$ cat src/hw/rtl/vacuum_gripper_sequencer_unit_macros.svh
// ----------------------------------------------------------------------------
// Assertion macros for the vacuum gripper sequencer
// Shorthand for clocked properties on clk, disabled while rst_n is low.
// ----------------------------------------------------------------------------
`ifndef VACUUM_GRIPPER_SEQUENCER_UNIT_MACROS_SVH
`define VACUUM_GRIPPER_SEQUENCER_UNIT_MACROS_SVH

// same-cycle implication
`define VGS_ASSERT_IMP(lbl, ante, cons) \
  lbl: assert property (@(posedge clk) disable iff (!rst_n) (ante) |-> (cons)) \
    else $error("vgs assertion failed");

// next-cycle implication
`define VGS_ASSERT_NXT(lbl, ante, cons) \
  lbl: assert property (@(posedge clk) disable iff (!rst_n) (ante) |=> (cons)) \
    else $error("vgs assertion failed");

`endif

$ cat src/hw/rtl/vgs_pkg.sv
// ----------------------------------------------------------------------------
// vgs_pkg
// Shared types, codes and reset values of the vacuum gripper sequencer.
// ----------------------------------------------------------------------------
package vgs_pkg;

  localparam int TICK_W  = 32;
  localparam int SPAN_W  = 16;
  localparam int CMD_W   = 2;
  localparam int PHASE_W = 3;
  localparam int CFG_IDX_W = 3;

  // opcodes
  localparam logic OP_SET    = 1'b0;
  localparam logic OP_UPDATE = 1'b1;

  // command codes
  localparam logic [CMD_W-1:0] CMD_NONE    = 2'd0;
  localparam logic [CMD_W-1:0] CMD_SUCTION = 2'd1;
  localparam logic [CMD_W-1:0] CMD_RELEASE = 2'd2;

  // register indexes
  localparam logic [CFG_IDX_W-1:0] REG_CLOSE_VALVE   = 3'd0;
  localparam logic [CFG_IDX_W-1:0] REG_START_PUMP    = 3'd1;
  localparam logic [CFG_IDX_W-1:0] REG_SUCTION_LIMIT = 3'd2;
  localparam logic [CFG_IDX_W-1:0] REG_STOP_PUMP     = 3'd3;
  localparam logic [CFG_IDX_W-1:0] REG_OPEN_VALVE    = 3'd4;
  localparam logic [CFG_IDX_W-1:0] REG_RELEASE_LIMIT = 3'd5;

  // register reset values
  localparam logic [SPAN_W-1:0] RST_CLOSE_VALVE   = 16'd100;
  localparam logic [SPAN_W-1:0] RST_START_PUMP    = 16'd100;
  localparam logic [TICK_W-1:0] RST_SUCTION_LIMIT = 32'd60000;
  localparam logic [SPAN_W-1:0] RST_STOP_PUMP     = 16'd100;
  localparam logic [SPAN_W-1:0] RST_OPEN_VALVE    = 16'd2000;
  localparam logic [TICK_W-1:0] RST_RELEASE_LIMIT = 32'd10000;

  typedef enum logic [PHASE_W-1:0] {
    PH_IDLE        = 3'd0,
    PH_CLOSE_VALVE = 3'd1,
    PH_START_PUMP  = 3'd2,
    PH_SUCKING     = 3'd3,
    PH_STOP_PUMP   = 3'd4,
    PH_OPEN_VALVE  = 3'd5,
    PH_RELEASING   = 3'd6
  } phase_t;

  typedef struct packed {
    logic [SPAN_W-1:0] close_valve_ticks;
    logic [SPAN_W-1:0] start_pump_ticks;
    logic [TICK_W-1:0] suction_limit_ticks;
    logic [SPAN_W-1:0] stop_pump_ticks;
    logic [SPAN_W-1:0] open_valve_ticks;
    logic [TICK_W-1:0] release_limit_ticks;
  } cfg_t;

  typedef struct packed {
    phase_t phase;
    logic   pump_on;
    logic   valve_open;
  } result_t;

endpackage

$ cat src/hw/rtl/vgs_in_if.sv
// ----------------------------------------------------------------------------
// vgs_in_if
// Input channel: valid/ready handshake with opcode, command and tick.
// ----------------------------------------------------------------------------
interface vgs_in_if;
  logic                        valid;
  logic                        ready;
  logic                        opcode;
  logic [vgs_pkg::CMD_W-1:0]   command;
  logic [vgs_pkg::TICK_W-1:0]  now_tick;

  modport source (output valid, opcode, command, now_tick, input ready);
  modport sink   (input valid, opcode, command, now_tick, output ready);
endinterface

$ cat src/hw/rtl/vgs_out_if.sv
// ----------------------------------------------------------------------------
// vgs_out_if
// Result channel: valid/ready handshake with phase and drive levels.
// ----------------------------------------------------------------------------
interface vgs_out_if;
  logic                         valid;
  logic                         ready;
  logic [vgs_pkg::PHASE_W-1:0]  phase;
  logic                         pump_on;
  logic                         valve_open;

  modport source (output valid, phase, pump_on, valve_open, input ready);
  modport sink   (input valid, phase, pump_on, valve_open, output ready);
endinterface

$ cat src/hw/rtl/vgs_cfg_regs.sv
// ----------------------------------------------------------------------------
// vgs_cfg_regs
// Timing register file, written by index, no read-back.
// ----------------------------------------------------------------------------
module vgs_cfg_regs (
  input  logic                            clk,
  input  logic                            rst_n,
  input  logic                            cfg_we,
  input  logic [vgs_pkg::CFG_IDX_W-1:0]   cfg_index,
  input  logic [vgs_pkg::TICK_W-1:0]      cfg_wdata,
  output vgs_pkg::cfg_t                   cfg
);

  vgs_pkg::cfg_t cfg_r;

  always_ff @(posedge clk) begin
    if (!rst_n) begin
      cfg_r.close_valve_ticks   <= vgs_pkg::RST_CLOSE_VALVE;
      cfg_r.start_pump_ticks    <= vgs_pkg::RST_START_PUMP;
      cfg_r.suction_limit_ticks <= vgs_pkg::RST_SUCTION_LIMIT;
      cfg_r.stop_pump_ticks     <= vgs_pkg::RST_STOP_PUMP;
      cfg_r.open_valve_ticks    <= vgs_pkg::RST_OPEN_VALVE;
      cfg_r.release_limit_ticks <= vgs_pkg::RST_RELEASE_LIMIT;
    end else if (cfg_we) begin
      case (cfg_index)
        vgs_pkg::REG_CLOSE_VALVE:
          cfg_r.close_valve_ticks <= cfg_wdata[vgs_pkg::SPAN_W-1:0];
        vgs_pkg::REG_START_PUMP:
          cfg_r.start_pump_ticks <= cfg_wdata[vgs_pkg::SPAN_W-1:0];
        vgs_pkg::REG_SUCTION_LIMIT:
          cfg_r.suction_limit_ticks <= cfg_wdata;
        vgs_pkg::REG_STOP_PUMP:
          cfg_r.stop_pump_ticks <= cfg_wdata[vgs_pkg::SPAN_W-1:0];
        vgs_pkg::REG_OPEN_VALVE:
          cfg_r.open_valve_ticks <= cfg_wdata[vgs_pkg::SPAN_W-1:0];
        vgs_pkg::REG_RELEASE_LIMIT:
          cfg_r.release_limit_ticks <= cfg_wdata;
        default: ;  // unmapped index, write dropped
      endcase
    end
  end

  assign cfg = cfg_r;

endmodule

$ cat src/hw/rtl/vgs_core.sv
// ----------------------------------------------------------------------------
// vgs_core
// Sequencer state and next-state logic; state advances on each step_en.
// ----------------------------------------------------------------------------
module vgs_core (
  input  logic                          clk,
  input  logic                          rst_n,
  input  logic                          step_en,
  input  logic                          opcode,
  input  logic [vgs_pkg::CMD_W-1:0]     command,
  input  logic [vgs_pkg::TICK_W-1:0]    now_tick,
  input  vgs_pkg::cfg_t                 cfg,
  output vgs_pkg::result_t              res_nxt
);

  localparam int PAD_W = vgs_pkg::TICK_W - vgs_pkg::SPAN_W;

  vgs_pkg::phase_t               phase_r,       phase_nxt;
  logic [vgs_pkg::CMD_W-1:0]     pend_r,        pend_nxt;
  logic [vgs_pkg::TICK_W-1:0]    phase_start_r, phase_start_nxt;
  logic [vgs_pkg::TICK_W-1:0]    seq_start_r,   seq_start_nxt;
  logic                          pump_r,        pump_nxt;
  logic                          valve_r,       valve_nxt;

  logic [vgs_pkg::SPAN_W-1:0]    phase_span;
  logic [vgs_pkg::TICK_W-1:0]    seq_limit;
  logic                          phase_done;
  logic                          seq_done;

  always_comb begin
    case (phase_r)
      vgs_pkg::PH_CLOSE_VALVE: phase_span = cfg.close_valve_ticks;
      vgs_pkg::PH_START_PUMP:  phase_span = cfg.start_pump_ticks;
      vgs_pkg::PH_STOP_PUMP:   phase_span = cfg.stop_pump_ticks;
      vgs_pkg::PH_OPEN_VALVE:  phase_span = cfg.open_valve_ticks;
      default:                 phase_span = '0;
    endcase
    seq_limit = (phase_r == vgs_pkg::PH_SUCKING) ? cfg.suction_limit_ticks
                                                 : cfg.release_limit_ticks;
  end

  // elapsed time in modulo-2^32 tick arithmetic
  assign phase_done = (now_tick - phase_start_r) >= {{PAD_W{1'b0}}, phase_span};
  assign seq_done   = (now_tick - seq_start_r) >= seq_limit;

  always_comb begin
    phase_nxt       = phase_r;
    pend_nxt        = pend_r;
    phase_start_nxt = phase_start_r;
    seq_start_nxt   = seq_start_r;
    pump_nxt        = pump_r;
    valve_nxt       = valve_r;
    if (opcode == vgs_pkg::OP_SET) begin
      pend_nxt = command;
    end else begin
      case (phase_r)
        vgs_pkg::PH_IDLE: begin
          if (pend_r == vgs_pkg::CMD_SUCTION) begin
            phase_nxt       = vgs_pkg::PH_CLOSE_VALVE;
            phase_start_nxt = now_tick;
            seq_start_nxt   = now_tick;
            pend_nxt        = vgs_pkg::CMD_NONE;
          end
        end
        vgs_pkg::PH_CLOSE_VALVE: begin
          valve_nxt = 1'b0;
          if (phase_done) begin
            phase_nxt       = vgs_pkg::PH_START_PUMP;
            phase_start_nxt = now_tick;
          end
        end
        vgs_pkg::PH_START_PUMP: begin
          pump_nxt = 1'b1;
          if (phase_done) begin
            phase_nxt       = vgs_pkg::PH_SUCKING;
            phase_start_nxt = now_tick;
          end
        end
        vgs_pkg::PH_SUCKING: begin
          pump_nxt  = 1'b1;
          valve_nxt = 1'b0;
          if (seq_done) begin
            phase_nxt = vgs_pkg::PH_IDLE;
            pump_nxt  = 1'b0;
            valve_nxt = 1'b0;
          end else if (pend_r == vgs_pkg::CMD_RELEASE) begin
            phase_nxt       = vgs_pkg::PH_STOP_PUMP;
            phase_start_nxt = now_tick;
            seq_start_nxt   = now_tick;
            pend_nxt        = vgs_pkg::CMD_NONE;
          end
        end
        vgs_pkg::PH_STOP_PUMP: begin
          pump_nxt = 1'b0;
          if (phase_done) begin
            phase_nxt       = vgs_pkg::PH_OPEN_VALVE;
            phase_start_nxt = now_tick;
          end
        end
        vgs_pkg::PH_OPEN_VALVE: begin
          valve_nxt = 1'b1;
          if (phase_done) begin
            phase_nxt       = vgs_pkg::PH_RELEASING;
            phase_start_nxt = now_tick;
          end
        end
        vgs_pkg::PH_RELEASING: begin
          pump_nxt  = 1'b0;
          valve_nxt = 1'b1;
          if (seq_done) begin
            phase_nxt = vgs_pkg::PH_IDLE;
            pump_nxt  = 1'b0;
            valve_nxt = 1'b0;
          end else if (pend_r == vgs_pkg::CMD_SUCTION) begin
            phase_nxt       = vgs_pkg::PH_CLOSE_VALVE;
            phase_start_nxt = now_tick;
            seq_start_nxt   = now_tick;
            pend_nxt        = vgs_pkg::CMD_NONE;
          end
        end
        default: begin
          phase_nxt = vgs_pkg::PH_IDLE;
          pump_nxt  = 1'b0;
          valve_nxt = 1'b0;
        end
      endcase
    end
  end

  always_ff @(posedge clk) begin
    if (!rst_n) begin
      phase_r       <= vgs_pkg::PH_IDLE;
      pend_r        <= vgs_pkg::CMD_NONE;
      phase_start_r <= '0;
      seq_start_r   <= '0;
      pump_r        <= 1'b0;
      valve_r       <= 1'b0;
    end else if (step_en) begin
      phase_r       <= phase_nxt;
      pend_r        <= pend_nxt;
      phase_start_r <= phase_start_nxt;
      seq_start_r   <= seq_start_nxt;
      pump_r        <= pump_nxt;
      valve_r       <= valve_nxt;
    end
  end

  assign res_nxt.phase      = phase_nxt;
  assign res_nxt.pump_on    = pump_nxt;
  assign res_nxt.valve_open = valve_nxt;

`include "vacuum_gripper_sequencer_unit_macros.svh"

  // hold phases always run with their own drive pattern
  `VGS_ASSERT_IMP(a_sucking_levels, phase_r == vgs_pkg::PH_SUCKING, pump_r && !valve_r)
  `VGS_ASSERT_IMP(a_release_levels, phase_r == vgs_pkg::PH_RELEASING, !pump_r && valve_r)
  `VGS_ASSERT_IMP(a_idle_levels, phase_r == vgs_pkg::PH_IDLE, !pump_r && !valve_r)
  // a set transaction never moves the machine
  `VGS_ASSERT_NXT(a_set_holds, step_en && (opcode == vgs_pkg::OP_SET), phase_r == $past(phase_r))

endmodule

$ cat src/hw/rtl/vacuum_gripper_sequencer_unit.sv
// Stages: 2 register stages (input register, then result register); an accepted
//   transaction moves on from each register only while the result register is free.
// Throughput: one transaction per cycle unless out_ch.ready stalls; the sequencer
//   state steps as the item leaves the input register, so the next item sees it with no bubble.
// Reset (rst_n low, synchronous): both stages empty, phase idle, no pending
//   command, levels off, timing registers at their defaults.
// ----------------------------------------------------------------------------
// vacuum_gripper_sequencer_unit
// Top level: input register, sequencer core, result register, timing regs.
// ----------------------------------------------------------------------------
module vacuum_gripper_sequencer_unit (
  input  logic                            clk,
  input  logic                            rst_n,
  vgs_in_if.sink                          in_ch,
  vgs_out_if.source                       out_ch,
  input  logic                            cfg_we,
  input  logic [vgs_pkg::CFG_IDX_W-1:0]   cfg_index,
  input  logic [vgs_pkg::TICK_W-1:0]      cfg_wdata
);

  logic                          s1_valid_r;
  logic                          s1_opcode_r;
  logic [vgs_pkg::CMD_W-1:0]     s1_command_r;
  logic [vgs_pkg::TICK_W-1:0]    s1_now_r;
  logic                          s1_fire;
  logic                          out_free;

  logic                          out_valid_r;
  vgs_pkg::result_t              out_r;
  vgs_pkg::result_t              res_nxt;
  vgs_pkg::cfg_t                 cfg;

  assign out_free    = !out_valid_r || out_ch.ready;
  assign s1_fire     = s1_valid_r && out_free;
  assign in_ch.ready = !s1_valid_r || s1_fire;

  always_ff @(posedge clk) begin
    if (!rst_n) begin
      s1_valid_r <= 1'b0;
    end else if (in_ch.ready) begin
      s1_valid_r <= in_ch.valid;
    end
  end

  always_ff @(posedge clk) begin
    if (in_ch.valid && in_ch.ready) begin
      s1_opcode_r  <= in_ch.opcode;
      s1_command_r <= in_ch.command;
      s1_now_r     <= in_ch.now_tick;
    end
  end

  vgs_cfg_regs u_cfg (
    .clk       (clk),
    .rst_n     (rst_n),
    .cfg_we    (cfg_we),
    .cfg_index (cfg_index),
    .cfg_wdata (cfg_wdata),
    .cfg       (cfg)
  );

  vgs_core u_core (
    .clk      (clk),
    .rst_n    (rst_n),
    .step_en  (s1_fire),
    .opcode   (s1_opcode_r),
    .command  (s1_command_r),
    .now_tick (s1_now_r),
    .cfg      (cfg),
    .res_nxt  (res_nxt)
  );

  always_ff @(posedge clk) begin
    if (!rst_n) begin
      out_valid_r <= 1'b0;
    end else if (out_free) begin
      out_valid_r <= s1_fire;
    end
  end

  always_ff @(posedge clk) begin
    if (s1_fire) begin
      out_r <= res_nxt;
    end
  end

  assign out_ch.valid      = out_valid_r;
  assign out_ch.phase      = out_r.phase;
  assign out_ch.pump_on    = out_r.pump_on;
  assign out_ch.valve_open = out_r.valve_open;

endmodule

$ cat src/flat_wrapper.sv
// flat-port wrapper written by rule: the top's interface ports become plain ports
module vacuum_gripper_sequencer_unit_flat 
  (clk, rst_n, cfg_we, cfg_index, cfg_wdata, in_ch_valid, in_ch_opcode, in_ch_command, in_ch_now_tick, in_ch_ready, out_ch_valid, out_ch_phase, out_ch_pump_on, out_ch_valve_open, out_ch_ready);
  vgs_in_if in_ch_i ();
  vgs_out_if out_ch_i ();
  input  logic clk;
  input  logic rst_n;
  input  logic cfg_we;
  input  logic [vgs_pkg::CFG_IDX_W-1:0] cfg_index;
  input  logic [vgs_pkg::TICK_W-1:0] cfg_wdata;
  input wire logic [$bits(in_ch_i.valid)-1:0] in_ch_valid;
  input wire logic [$bits(in_ch_i.opcode)-1:0] in_ch_opcode;
  input wire logic [$bits(in_ch_i.command)-1:0] in_ch_command;
  input wire logic [$bits(in_ch_i.now_tick)-1:0] in_ch_now_tick;
  output wire logic [$bits(in_ch_i.ready)-1:0] in_ch_ready;
  output wire logic [$bits(out_ch_i.valid)-1:0] out_ch_valid;
  output wire logic [$bits(out_ch_i.phase)-1:0] out_ch_phase;
  output wire logic [$bits(out_ch_i.pump_on)-1:0] out_ch_pump_on;
  output wire logic [$bits(out_ch_i.valve_open)-1:0] out_ch_valve_open;
  input wire logic [$bits(out_ch_i.ready)-1:0] out_ch_ready;
  assign in_ch_i.valid = in_ch_valid;
  assign in_ch_i.opcode = in_ch_opcode;
  assign in_ch_i.command = in_ch_command;
  assign in_ch_i.now_tick = in_ch_now_tick;
  assign in_ch_ready = in_ch_i.ready;
  assign out_ch_valid = out_ch_i.valid;
  assign out_ch_phase = out_ch_i.phase;
  assign out_ch_pump_on = out_ch_i.pump_on;
  assign out_ch_valve_open = out_ch_i.valve_open;
  assign out_ch_i.ready = out_ch_ready;
  vacuum_gripper_sequencer_unit u_core (.clk(clk), .rst_n(rst_n), .in_ch(in_ch_i), .out_ch(out_ch_i), .cfg_we(cfg_we), .cfg_index(cfg_index), .cfg_wdata(cfg_wdata));
endmodule
$ cat config.mk
export PLATFORM = sky130hd
export DESIGN_NAME = vacuum_gripper_sequencer_unit_flat
export DESIGN_NICKNAME = d
export VERILOG_FILES = /design/src/hw/rtl/vgs_pkg.sv /design/src/hw/rtl/vgs_in_if.sv /design/src/hw/rtl/vgs_out_if.sv /design/src/hw/rtl/vgs_cfg_regs.sv /design/src/hw/rtl/vgs_core.sv /design/src/hw/rtl/vacuum_gripper_sequencer_unit.sv /design/src/flat_wrapper.sv
export VERILOG_INCLUDE_DIRS = /design/src /design/src/hw/rtl
export SDC_FILE = /design/constraint.sdc
export NUM_CORES = 1
export LEC_CHECK = 0
export ABC_AREA = 1
export BUFFER_PORTS_ARGS = -buffer_cell sky130_fd_sc_hd__buf_2
export CORE_MARGIN = 8
export CORE_UTILIZATION = 55
export DETAILED_ROUTE_END_ITERATION = 6
export GPL_TIMING_DRIVEN = 1
export PLACE_DENSITY = 0.73
export RECOVER_POWER = 25
export SYNTH_ARGS = -nofsm -noshare
export SYNTH_HDL_FRONTEND = slang
export SYNTH_SLANG_ARGS = --single-unit
$ cat constraint.sdc
create_clock -name clk -period 6.2 [get_ports clk]
set_input_delay 0.31 -clock clk [delete_from_list [all_inputs] [get_ports clk]]
set_output_delay 0.31 -clock clk [all_outputs]
set_load 0.02 [all_outputs]
# --- Word level (Yosys, flattened, before mapping) ---
# Cells that the tools add are included.
# W data, S select, Z words.
classes:
  n_reduce_logical: 22
  muxes: 32
  n_lt_le_gt_ge: 2
  addsub: 2
  eq_ne: 21
ops:
  columns: ["cell", "count"]
  rows:
  - ["$mux W32", 8]
  - ["$pmux W32 S4", 1]
  - ["$pmux W32 S3", 1]
  - ["$pmux W16 S4", 1]
  - ["$sub A32 B32 Y32", 2]
  - ["$ge A32 B16 Y1", 1]
  - ["$ge A32 B32 Y1", 1]
  - ["$mux W3", 9]
  - ["$pmux W3 S7", 1]
  - ["$eq A3 B3 Y1 const B", 5]
  - ["$eq A3 B2 Y1 const B", 4]
  - ["$reduce_and A2 Y1", 6]
  - ["$mux W2", 5]
  - ["$ne A3 B3 Y1 const B", 3]
  - ["$reduce_and A7 Y1", 1]
  - ["$eq A3 B1 Y1 const B", 2]
  - ["$logic_not A3 Y1", 2]
  - ["$pmux W1 S3", 2]
  - ["$pmux W2 S3", 1]
  - ["$reduce_and A6 Y1", 1]
  - ["$reduce_or A3 Y1", 2]
  - ["$reduce_and A5 Y1", 1]
  - ["$ne A2 B1 Y1 const B", 2]
  - ["$ne A2 B2 Y1 const B", 2]
  - ["other kinds (10)", 15]
word_totals:
  output_inout_bits: 7
  in_bits: 75
  wordCells: 99
  regBits: 241

# --- Longest topological paths before layout ---
# Gate-level depths: netlist of the first run.
depth:
  depth_word: 6
  mapped_depth: 33
  ltp_nobuf: 32

# --- Hierarchy ---
# A second synthesis of the first run with hierarchy kept.
unflattened:
  hier_cells: 2205
  hier_area_um2: 15259.6
by_module_without_submodules:
  columns: ["mod", "seq_area_each_um2", "n_inst", "area_each_um2", "cells_each"]
  rows:
  - ["vgs_core", 1421.4, 1, 8947.3, 1435]
  - ["vgs_cfg_regs", 2562.5, 1, 5016.1, 717]
  - ["vacuum_gripper_sequencer_unit", 1241.2, 1, 1296.2, 53]

# --- Worst setup path before layout of the first run ---
# No wires, ideal clock.
synth_timing:
  kind: "flip-flop to flip-flop"
  start: "register u_core.s1_now_r[0] (netlist name)"
  end: "register u_core.u_core.seq_start_r[10] (netlist name)"
  required_time_ps: 6072
  setup_slack_ps: 1799
  period_less_slack_ps: 4401
  path_buffers: 1
  setup_ps: 128
  path_stages_with_launch: 32
  arrival_ps: 4273
  cell_sequence: "edfxtp_1 inv_1 ha_1 inv_1 fa_1 nand3_1 nand2_1 nand2_1 o211ai_1 nand2_1 a21oi_1 nand3_1 o21ai_0 a21oi_1 o211a_1 xor2_1 ha_1 nand2_1 inv_1 nand3_1 inv_1 nand2_1 o211ai_1 a21oi_1 a21boi_0 nand2_1 nand2_1 nor3b_1 nand2_1 clkbuf_1 o21ai_0 a21oi_1"
synth_via:
  elab_chain_len: 4
  word_cells_on_any_way: 5
  classes_between: "1 x add/sub; 1 x order compare; 2 x eq/ne; 1 x reduce/logical"
synth_lines:
  columns: ["item", "line", "text"]
  rows:
  - ["start, declared", "vacuum_gripper_sequencer_unit.sv:24", "logic [vgs_pkg::TICK_W-1:0] s1_now_r;"]
  - ["start signal, assigned", "vacuum_gripper_sequencer_unit.sv:49", "s1_now_r <= in_ch.now_tick;"]
  - ["$sub A32 B32 Y32 (*)", "vgs_core.sv:44", "assign seq_done = (now_tick - seq_start_r) >= seq_limit;"]
  - ["$ge A32 B32 Y1 (*)", "vgs_core.sv:44", null]
  - ["$ne A2 B2 Y1 (no source line)", null, null]
  - ["$reduce_and A6 Y1 (no source line) (*)", null, null]
  - ["end signal, assigned", "vgs_core.sv:142", "seq_start_r <= seq_start_nxt;"]
  - ["end, declared", "vgs_core.sv:21", "logic [vgs_pkg::TICK_W-1:0] seq_start_r, seq_start_nxt;"]
# Mark *: on every way between the ends. The rest lies on a longest branch, timed or not.
# A chain may end at the register's enable or synchronous reset.

# --- Final worst setup path of the first run ---
layout_timing:
  start: "register u_core.s1_now_r[0] (netlist name)"
  end: "register u_core.u_core.seq_start_r[23] (netlist name)"
# The elaborated chain is that of the path after synthesis.

==> results of run 1 <==
-- through the flow --
step           cells  total power, uW
6_report        2539             3980
5_1_grt         2539             4150
3_3_place_gp    2443             2260
4_1_cts         2539             3990
2_1_floorplan   2078             2100
3_5_place_dp    2443             2270
-- logic make-up (layout without fill, tap and decap cells) --
family                   Yosys count  count (layout)  synth area share [%]
flip-flops                       241             241                  36.2
multiplexers                      31              31                  2.15
adder cells (fa/ha/maj)          112             112                  9.80
AO/OA/AOI/OAI                    370             370                  13.9
XOR/XNOR                          46              46                  2.79
buffers and inverters            325             451                  8.79
AND/OR/NAND/NOR                  953             953                  26.4
-- final timing paths --
kind	from	cells after the start	slack (ns)	end
setup / recovery	u_core.s1_now_r[0]	30	0.55	u_core.u_core.seq_start_r[23]
hold / removal	cfg_wdata[30]	3	0.02	u_core.u_cfg.cfg[94]
setup reg to reg	u_core.s1_now_r[0]	30	0.55	u_core.u_core.seq_start_r[23]
hold reg to reg	u_core.u_cfg.cfg[57]	2	0.45	u_core.u_cfg.cfg[57]
-- worst max-delay path: cells and delay by family, from the launching register on --
family,cells,cell delay (ns)
fa+ha+maj,3,0.72
compound gates,10,2.06
xor+xnor,1,0.15
flops,1,0.37
buf+inv,4,0.27
simple gates,12,1.89
-- cell type report --
type                       count  area (sq um)
fill                        2335          9390
multi-input combinational   1512          7970
sequential                   241          5230
inverter                     260           976
timing repair buffer         142           967
clock buffer                  37           806
tap                          335           419
clock inverter                12           154
-- per-layer routing --
metal | up-vias | track usage, % | wire length (microns)
li1 | 6925 | - | -
met2 | 430 | 43.5 | 19000
met4 | 0 | 9.03 | 1450
met5 | - | 0 | 0
met3 | 89 | 3.32 | 2580
met1 | 6163 | 32.8 | 17800
-- sequential cells by signal, indices dropped and copies added (netlist names), 2 cells and up --
register	flops
u_core.u_core.seq_start_r	32
u_core.u_core.pend_r	2
u_core.out_ch.phase	3
u_core.u_cfg.cfg	128
u_core.u_core.phase_start_r	32
u_core.u_core.phase_r	3
u_core.s1_now_r	32
u_core.s1_command_r	2
-- placed cells by master (no fill, tap or decap), drive strengths merged, types with 8 or more instances in the layout --
cell / Yosys / layout
a21oi: 138 / 138
a221oi: 16 / 16
a31oi: 8 / 8
buf: 14 / 84
clkbuf: 51 / 48
clkinv: 3 / 10
dfxtp: 201 / 201
dlygate4sd3: 0 / 47
edfxtp: 40 / 40
ha: 110 / 110
inv: 257 / 259
mux2i: 31 / 31
nand2: 480 / 480
nand3: 74 / 74
nand4: 13 / 13
nor2: 357 / 357
nor3: 18 / 18
o21ai: 181 / 181
xnor2: 10 / 10
xor2: 36 / 36
-- report_power, final --
group / switching, uW / leakage (uW) / internal (uW)
Sequential: 36.5 / 0.00202 / 1640
Combinational: 369 / 0.00526 / 223
Clock: 670 / 0.000479 / 1040
-- timing repair --
action	4_1_cts	5_1_grt
resized for setup	0	1
hold buffers	47	0
hold endpoints to repair	53	0
setup endpoints to repair	0	32
==> summary.txt, run 1 <==
Yosys
  – Area leader, netlist: dfxtp_1
  – Count leader, synth: nand2_1
  – Yosys top cell area share: 27.8%
  – Number of synthesized flops with an enable pin: 40
  – Mapped Area: 14400 sq um
  – Syn Inst Count: 2078
  – Distinct cells, synth: 47
  – Avg Inst Size Synth: 6.95 sq um
  – Synth area leaders: dfxtp_1 28%, nand2_1 12%, ha_1 9.5%, nor2_1 9.1%, edfxtp_1 8.3%
  – Primary FF master, synth: dfxtp_1
  – Register bit total from synthesis: 241
  – Synth cell count leaders: 468 x nand2_1, 352 x nor2_1, 255 x inv_1
  – Post-synthesis sequential area ratio: 36.2%
  – Synth warnings: 0
  – Syn Nets: 2265
  – Asr flop ratio synth: 0%

STA
  – Setup TNS: 0 ns
  – Clock skew: 0.0308 ns
  – Fin. max-slew vios: 96
  – Period utilisation layout: 91.1%
  – Final Worst Setup Slack: 0.553 ns
  – RSZ-0062 raised after global routing: no
  – Final setup viols: 0
  – Fmax: 0.177 GHz
  – Hold slack: 0.0170 ns
  – Final Hold Viols: 0
  – Tmin final: 5.65 ns
  – Slew @ Worst Pin: 3.82 ns
  – Max_slew headroom: -155%

Setup path
  – WP data required: 6.60 ns
  – CP max FO: 62
  – Critical path class: register to register
  – Worst setup EP type: register
  – Worst Path Arrival: 6.05 ns
  – Max incr delay on CP: 0.48 ns
  – Slowest cell on the critical path: nor3b_1
  – Startpoint Class: register
  – CP dominant cell by count: nand2_1

Route
  – Total wire length: 40800 microns
  – Routed length per instance: 16.1 microns
  – DRT iter0 DRCs: 929
  – Drt drc: 0
  – Final ANT Viol Nets: 0
  – Initial DRT Pass Iterations: 5
  – Via count: 13607
  – Vias per cell: 5.36

Run status
  – Failing checks: capacitance limit, slew limit
  – Status: finished, violations left

Layout
  – Final Util: 63.8%
  – Nets: 2371
  – Area grow syn2layout: 14.3%
  – Post-route cell area: 16500 sq um
  – Inserted Diodes: 0
  – Proportion of layout cells with a drive suffix above 1: 7.08%

Floorplan
  – Chip height: 178 microns
  – Die ar.: 31700 sq um
  – Die X-Extent: 178 microns
  – Starting Density: 55.8%
  – Rows: 59
  – Core Region: 25900 sq um
  – I/O pin count: 82

Global route
  – Gr usage total: 25.6%
  – Antenna violations before repair: 0
  – First-pass GRT wire length: 65600 microns
  – Number of global-route vias before repair: 12965
  – Grt ovf: 0
  – Pin count of the biggest net entering global routing: 100

CTS
  – Root Driver: clkbuf_16
  – CTS clk-pin slew, worst paths: 0.06 ns
  – # Post-CTS Setup Buffers: 0
  – CTS Buf Count: 27
  – Clock sink total: 241
  – CTS tree: built
  – Longest Clk Path Bufs: 3
  – H-tree depth: 1
  – Clock Latency Late Sink: 0.57 ns

Power
  – Max IR drop VDD: 0.000255 V
  – Lkg Pwr: 0.00776 uW
  – Pwr dens: 241 nW/um^2

Placed design
  – I/O Buffers: 81
  – Routability cong.: 0.941
  – DP Area: 15100 sq um
  – HPWL after DPL: 29500 microns
  – Pre-CTS setup slack: 0.518 ns

Worst hold path
  – Worst Hold Class: input pin to register

Flow run
  – Max-cap violations: 1
Power figures use the tool's default switching activity.
==> inputs of run 2 (changes only) <==
--- a/config.mk
+++ b/config.mk
@@ -8,6 +8,7 @@
 export LEC_CHECK = 0
 export ABC_AREA = 1
 export BUFFER_PORTS_ARGS = -buffer_cell sky130_fd_sc_hd__buf_2
+export CORE_ASPECT_RATIO = 1.4
 export CORE_MARGIN = 8
 export CORE_UTILIZATION = 55
 export DETAILED_ROUTE_END_ITERATION = 6
==> constraint.sdc (replaced) <==
create_clock -name clk -period 6.2 [get_ports clk]
set_input_delay 1.24 -clock clk [delete_from_list [all_inputs] [get_ports clk]]
set_output_delay 1.24 -clock clk [all_outputs]
set_load 0.02 [all_outputs]
==> run 2 against run 1 <==
- the flow still finishes with violations (capacitance limit, slew limit)
- cell area shrank 3.4%
- fmax grew 5.1%
- register-to-register slack gained 0.27 ns
- sequential power is essentially flat
- setup slack gained 0.27 ns
- combinational power shrank 4.7%
- power shrank 3.4%
- die area grew 0.24%
- core utilization shrank 2.4 points
- routed wire length shrank 1.5%
- first-iteration DRC count grew 8.4%
- critical path type unchanged
- critical endpoint is now u_core.u_core.seq_start_r[17]
- largest cell class unchanged
==> summary.txt, run 2 (synthesis results as in run 1) <==
Setup path
  – CP dominant cell by count: nand2_1
  – Critical path class: register to register
  – CP max FO: 62
  – Setup crit start: u_core.s1_now_r[2]
  – WP data required: 6.61 ns
  – Slowest cell on the critical path: edfxtp_1
  – RR Startpoint: u_core.s1_now_r[2]
  – Worst setup EP type: register
  – Startpoint Class: register
  – Max incr delay on CP: 0.48 ns
  – Worst Path Arrival: 5.78 ns

STA
  – Hold slack: 0.448 ns
  – Tmin final: 5.37 ns
  – Fin. max-slew vios: 33
  – Clock skew: 0.0111 ns
  – Slew @ Worst Pin: 2.16 ns
  – Final setup viols: 0
  – Final Hold Viols: 0
  – Max_slew headroom: -44.1%
  – Setup TNS: 0 ns
  – Period utilisation layout: 86.7%
  – Fmax: 0.186 GHz
  – RSZ-0062 raised after global routing: no

Global route
  – Number of global-route vias before repair: 12836
  – First-pass GRT wire length: 65100 microns
  – Pin count of the biggest net entering global routing: 83
  – Gr usage total: 25.0%
  – Antenna violations before repair: 0
  – Grt ovf: 0

CTS
  – H-tree depth: 1
  – CTS clk-pin slew, worst paths: 0.07 ns
  – CTS tree: built
  – Clock Latency Late Sink: 0.54 ns
  – Longest Clk Path Bufs: 3
  – # Post-CTS Setup Buffers: 0
  – Clock sink total: 241
  – CTS Hold Bufs: 0
  – CTS resizes: 0
  – CTS Buf Count: 26
  – Root Driver: clkbuf_16

Worst hold path
  – Min-delay src: u_core.u_cfg.cfg[60]
  – Worst Hold Class: register to register

Layout
  – Inserted Diodes: 0
  – Fin cells: 2481
  – FILL cells: 2448
  – Most frequent cells in the layout: 468 x nand2_1, 349 x nor2_1, 255 x inv_1, 201 x dfxtp_1, 180 x o21ai_0
  – Proportion of layout cells with a drive suffix above 1: 7.23%
  – Multi-input logic area: 7970 sq um
  – Nets: 2324
  – Most common cell after layout, fill and taps aside: nand2_1
  – Area grow syn2layout: 10.4%
  – Largest register FFs: 128
  – Seq. cell area: 5230 sq um

Power
  – Combinational share of power: 14.7%
  – Lkg Pwr: 0.00751 uW
  – Pwr dens: 241 nW/um^2
  – Max IR drop VDD: 0.000255 V
  – Switching power: 1060 uW
  – Clock group share of total power: 41.6%
  – Internal power: 2780 uW
  – Reg power frac: 43.8%
  – Switch share: 27.7%

Route
  – Routed length per instance: 16.2 microns
  – Via count: 13451
  – Drt drc: 0
  – Final ANT Viol Nets: 0
  – Total wire length: 40200 microns
  – Vias per cell: 5.42
  – DRT iter0 DRCs: 1007
  – Initial DRT Pass Iterations: 5

Placed design
  – Routability cong.: 0.970
  – Placed Cells: 2433
  – I/O Buffers: 81
  – HPWL after DPL: 30200 microns

Floorplan
  – Core Region: 26000 sq um
  – Rows: 70
  – Starting Density: 55.5%
  – Chip height: 208 microns
  – Die ar.: 31800 sq um
  – Die X-Extent: 153 microns
  – I/O pin count: 82

Run status
  – Failing checks: capacitance limit, slew limit
  – Status: finished, violations left

Flow run
  – Max-cap violations: 1
[run 2: cell types whose count changed in the layout (fill, tap and decap cells not counted), moves of 2 or more]
| cell | change |
|---|---|
| buf_4 | -2 |
| inv_6 | +3 |
| buf_2 | +4 |
| dlygate4sd3_1 | -47 |
| clkbuf_8 | -3 |
| clkinvlp_4 | +2 |
[run 2: routing by layer]
layer  track usage (%)  vias up  share of wire [%]  routed length [microns]
met5                 0        -                  0                        0
met4              10.6        0                4.2                     1670
met3              3.38       82                5.3                     2140
met2              44.1      398                 49                    19800
met1              29.9     6140                 41                    16600
li1                  -     6831                  -                        -
[run 2: power by group through the flow]
| stage | sequential, uW | combinational, uW | clock, uW |
|---|---|---|---|
| 2_1_floorplan | 1700 | 398 | 0 |
| 3_3_place_gp | 1710 | 551 | 0 |
| 3_5_place_dp | 1710 | 559 | 0 |
| 4_1_cts | 1680 | 565 | 1620 |
| 5_1_grt | 1680 | 644 | 1690 |
| 6_report | 1680 | 563 | 1600 |
[run 2: path summary, 6_finish.rpt]
path,endpoint,slack (ns),cells after the start
worst max-delay path,u_core.u_core.seq_start_r[17],0.83,28
worst min-delay path,u_core.u_cfg.cfg[60],0.45,2
worst min register to register,u_core.u_cfg.cfg[60],0.45,2
worst max register to register,u_core.u_core.seq_start_r[17],0.83,28
[run 2: worst max-delay path: cells and delay by family (launching register included)]
kind / cells / cell delay, ns
and+or+nand+nor: 11 / 1.48
DFF: 1 / 0.48
adders and majority gates: 2 / 0.67
AOI/OAI and AO/OA: 12 / 2.03
buffers and inverters: 2 / 0.38
xor gates and xnor gates: 1 / 0.18
[run 2: area by class of cell]
| cell class | count | area share [%] |
|---|---|---|
| Clock buffer | 33 | 4.63 |
| Clock inverter | 15 | 0.925 |
| Inverter | 260 | 6.12 |
| Multi-Input combinational cell | 1512 | 49.9 |
| Sequential cell | 241 | 32.7 |
| Tap cell | 324 | 2.54 |
| Timing Repair Buffer | 96 | 3.12 |
[run 2: stage by stage]
stage | worst slack (ns) | utilization (%) | area, sq um | power, uW
detailed placement | 0.920 | 58.0 | 15100 | 2270
CTS | 0.866 | 61.4 | 16000 | 3870
finish | 0.827 | 61.3 | 16000 | 3840
floorplan | 1.80 | - | 14400 | 2100
global route | 0.312 | 61.3 | 16000 | 4010
global placement | 1.10 | 58.0 | 15100 | 2260
==> inputs of run 3 (changes only) <==
--- a/config.mk
+++ b/config.mk
@@ -10,10 +10,9 @@
 export BUFFER_PORTS_ARGS = -buffer_cell sky130_fd_sc_hd__buf_2
 export CORE_ASPECT_RATIO = 1.4
 export CORE_MARGIN = 8
-export CORE_UTILIZATION = 55
+export CORE_UTILIZATION = 30
 export DETAILED_ROUTE_END_ITERATION = 6
 export GPL_TIMING_DRIVEN = 1
-export PLACE_DENSITY = 0.73
 export RECOVER_POWER = 25
 export SYNTH_ARGS = -nofsm -noshare
 export SYNTH_HDL_FRONTEND = slang
==> run 3 against run 2 <==
- setup slack better by 0.00082 ns
- critical path depth up 3
- critical path type unchanged
- global-route usage shrank 9.6 points
- sequential cell count is the same
- core utilization is 27 points lower
- clock power increased by 6%
- die area is 75% higher
- the flow still finishes with violations (capacitance limit, slew limit)
- cell count up 13%
==> summary.txt, run 3 (synthesis results as in run 1) <==
STA
  – Period utilisation layout: 86.7%
  – Max_slew headroom: -43.5%
  – Final setup viols: 0
  – Setup TNS: 0 ns
  – Fmax: 0.186 GHz
  – Fin. max-slew vios: 36
  – RSZ-0062 raised after global routing: no
  – Clock skew: 0.0242 ns
  – Slew @ Worst Pin: 2.15 ns
  – Tmin final: 5.37 ns
  – Final Hold Viols: 0

Setup path
  – Max incr delay on CP: 0.41 ns
  – R2R Setup Slk: 0.83 ns
  – Worst setup EP type: register
  – CP max FO: 62
  – RR Startpoint: u_core.s1_now_r[0]
  – Reg2reg end: u_core.u_core.seq_start_r[20]
  – Startpoint Class: register
  – Worst Path Arrival: 5.79 ns
  – Slowest cell on the critical path: nor3b_1
  – WP data required: 6.61 ns
  – CP dominant cell by count: nand2_1
  – Critical path class: register to register
  – Worst r2r path cells: 31

CTS
  – CTS tree: built
  – Clock sink total: 241
  – CTS resizes: 0
  – Clock Latency Late Sink: 0.57 ns
  – CTS Hold Bufs: 0
  – H-tree depth: 1
  – CTS clk-pin slew, worst paths: 0.06 ns
  – CTS Buf Count: 28
  – Root Driver: clkbuf_16
  – Longest Clk Path Bufs: 3
  – # Post-CTS Setup Buffers: 0

Worst hold path
  – Hold Path Stages: 2
  – Endpoint of the worst hold path: u_core.u_cfg.cfg[61]
  – Worst Hold Class: register to register
  – Min-delay src: u_core.u_cfg.cfg[61]

Route
  – Initial DRT Pass Iterations: 5
  – Via count: 13499
  – Routed length per instance: 15.7 microns
  – Final ANT Viol Nets: 0
  – Total wire length: 43800 microns
  – Vias per cell: 4.83
  – DRT iter0 DRCs: 909
  – Drt drc: 0

Power
  – Pwr dens: 240 nW/um^2
  – Max IR drop VDD: 0.000204 V
  – Combinational share of power: 14.4%
  – Switching power: 1110 uW
  – Reg power frac: 42.6%
  – Lkg Pwr: 0.00756 uW
  – Clock group share of total power: 43.0%
  – Switch share: 28.0%
  – Internal power: 2850 uW

Floorplan
  – I/O pin count: 82
  – Die X-Extent: 201 microns
  – Starting Density: 30.2%
  – Chip height: 276 microns
  – Core Region: 47800 sq um
  – Die ar.: 55500 sq um
  – Rows: 95

Placed design
  – I/O Buffers: 81
  – Routability cong.: 0.916
  – HPWL after DPL: 33100 microns

Global route
  – First-pass GRT wire length: 69400 microns
  – Grt ovf: 0
  – Antenna violations before repair: 4
  – Number of global-route vias before repair: 12945
  – Pin count of the biggest net entering global routing: 130
  – Gr usage total: 15.4%

Layout
  – Largest register FFs: 128
  – Nets: 2329
  – Most common cell after layout, fill and taps aside: nand2_1
  – Area grow syn2layout: 13.9%
  – Final Util: 34.4%
  – Most frequent cells in the layout: 467 x nand2_1, 349 x nor2_1, 255 x inv_1, 201 x dfxtp_1, 180 x o21ai_0
  – Proportion of layout cells with a drive suffix above 1: 7.68%

Flow run
  – Max-cap violations: 1

Run status
  – Failing checks: capacitance limit, slew limit
  – Status: finished, violations left
[run 3: layer usage]
metal	global-route usage, %	wire (microns)	vias up
li1	-	-	6851
met1	19.2	19300	6221
met2	26.2	20500	344
met3	2.20	2040	79
met4	7.01	1880	4
met5	0	21	-
[run 3: final cells by class]
cell class / instances / area (sq um)
diodes: 2 / 5.00
clock buffers: 34 / 798
fillers: 5155 / 31300
repair buffers: 99 / 542
inverters: 260 / 976
flip-flops and latches: 241 / 5230
multi-input cells: 1512 / 7970
well taps: 630 / 788
clock inverters: 16 / 155
[run 3: how the worst max path moves through the flow]
stage / start / to / slack, ns / cells past startpoint
detailed placement: u_core.s1_now_r[0] / u_core.u_core.seq_start_r[1] / 0.91 / 31
global route: u_core.s1_now_r[3] / u_core.u_core.seq_start_r[25] / 0.32 / 28
global placement: u_core.s1_now_r[0] / u_core.u_core.seq_start_r[29] / 1.10 / 31
finish: u_core.s1_now_r[0] / u_core.u_core.seq_start_r[20] / 0.83 / 31
floorplan: u_core.s1_now_r[0] / u_core.u_core.seq_start_r[10] / 1.80 / 31
CTS: u_core.s1_now_r[0] / u_core.u_core.seq_start_r[25] / 0.86 / 31
[run 3: per-stage QoR]
stage	power (uW)	instances	hold WS (ns)	setup slack (ns)	area [sq um]
finish	3950	2794	0.449	0.827	16500
global route	4150	2793	0.473	0.321	16500
CTS	4010	2792	0.449	0.860	16500
detailed placement	2290	2742	0.439	0.908	15500
global placement	2280	2742	0.435	1.10	15500
floorplan	2100	2078	0.425	1.80	14400
[run 3: power groups by stage]
stage                     Clock, uW  Combinational (uW)  Sequential [uW]
after floorplan                   0                 398             1700
after detailed placement          0                 570             1720
after global placement            0                 563             1720
after CTS                      1750                 575             1680
after global routing           1810                 658             1690
final                          1700                 571             1680
[run 3: worst max-delay path: cells and delay by family, from the launching register on]
kind	cells	cell delay, ns
xor+xnor	1	0.15
simple gates	12	1.52
buf+inv	5	0.55
flops	1	0.36
compound gates	10	1.89
fa+ha+maj	3	0.71
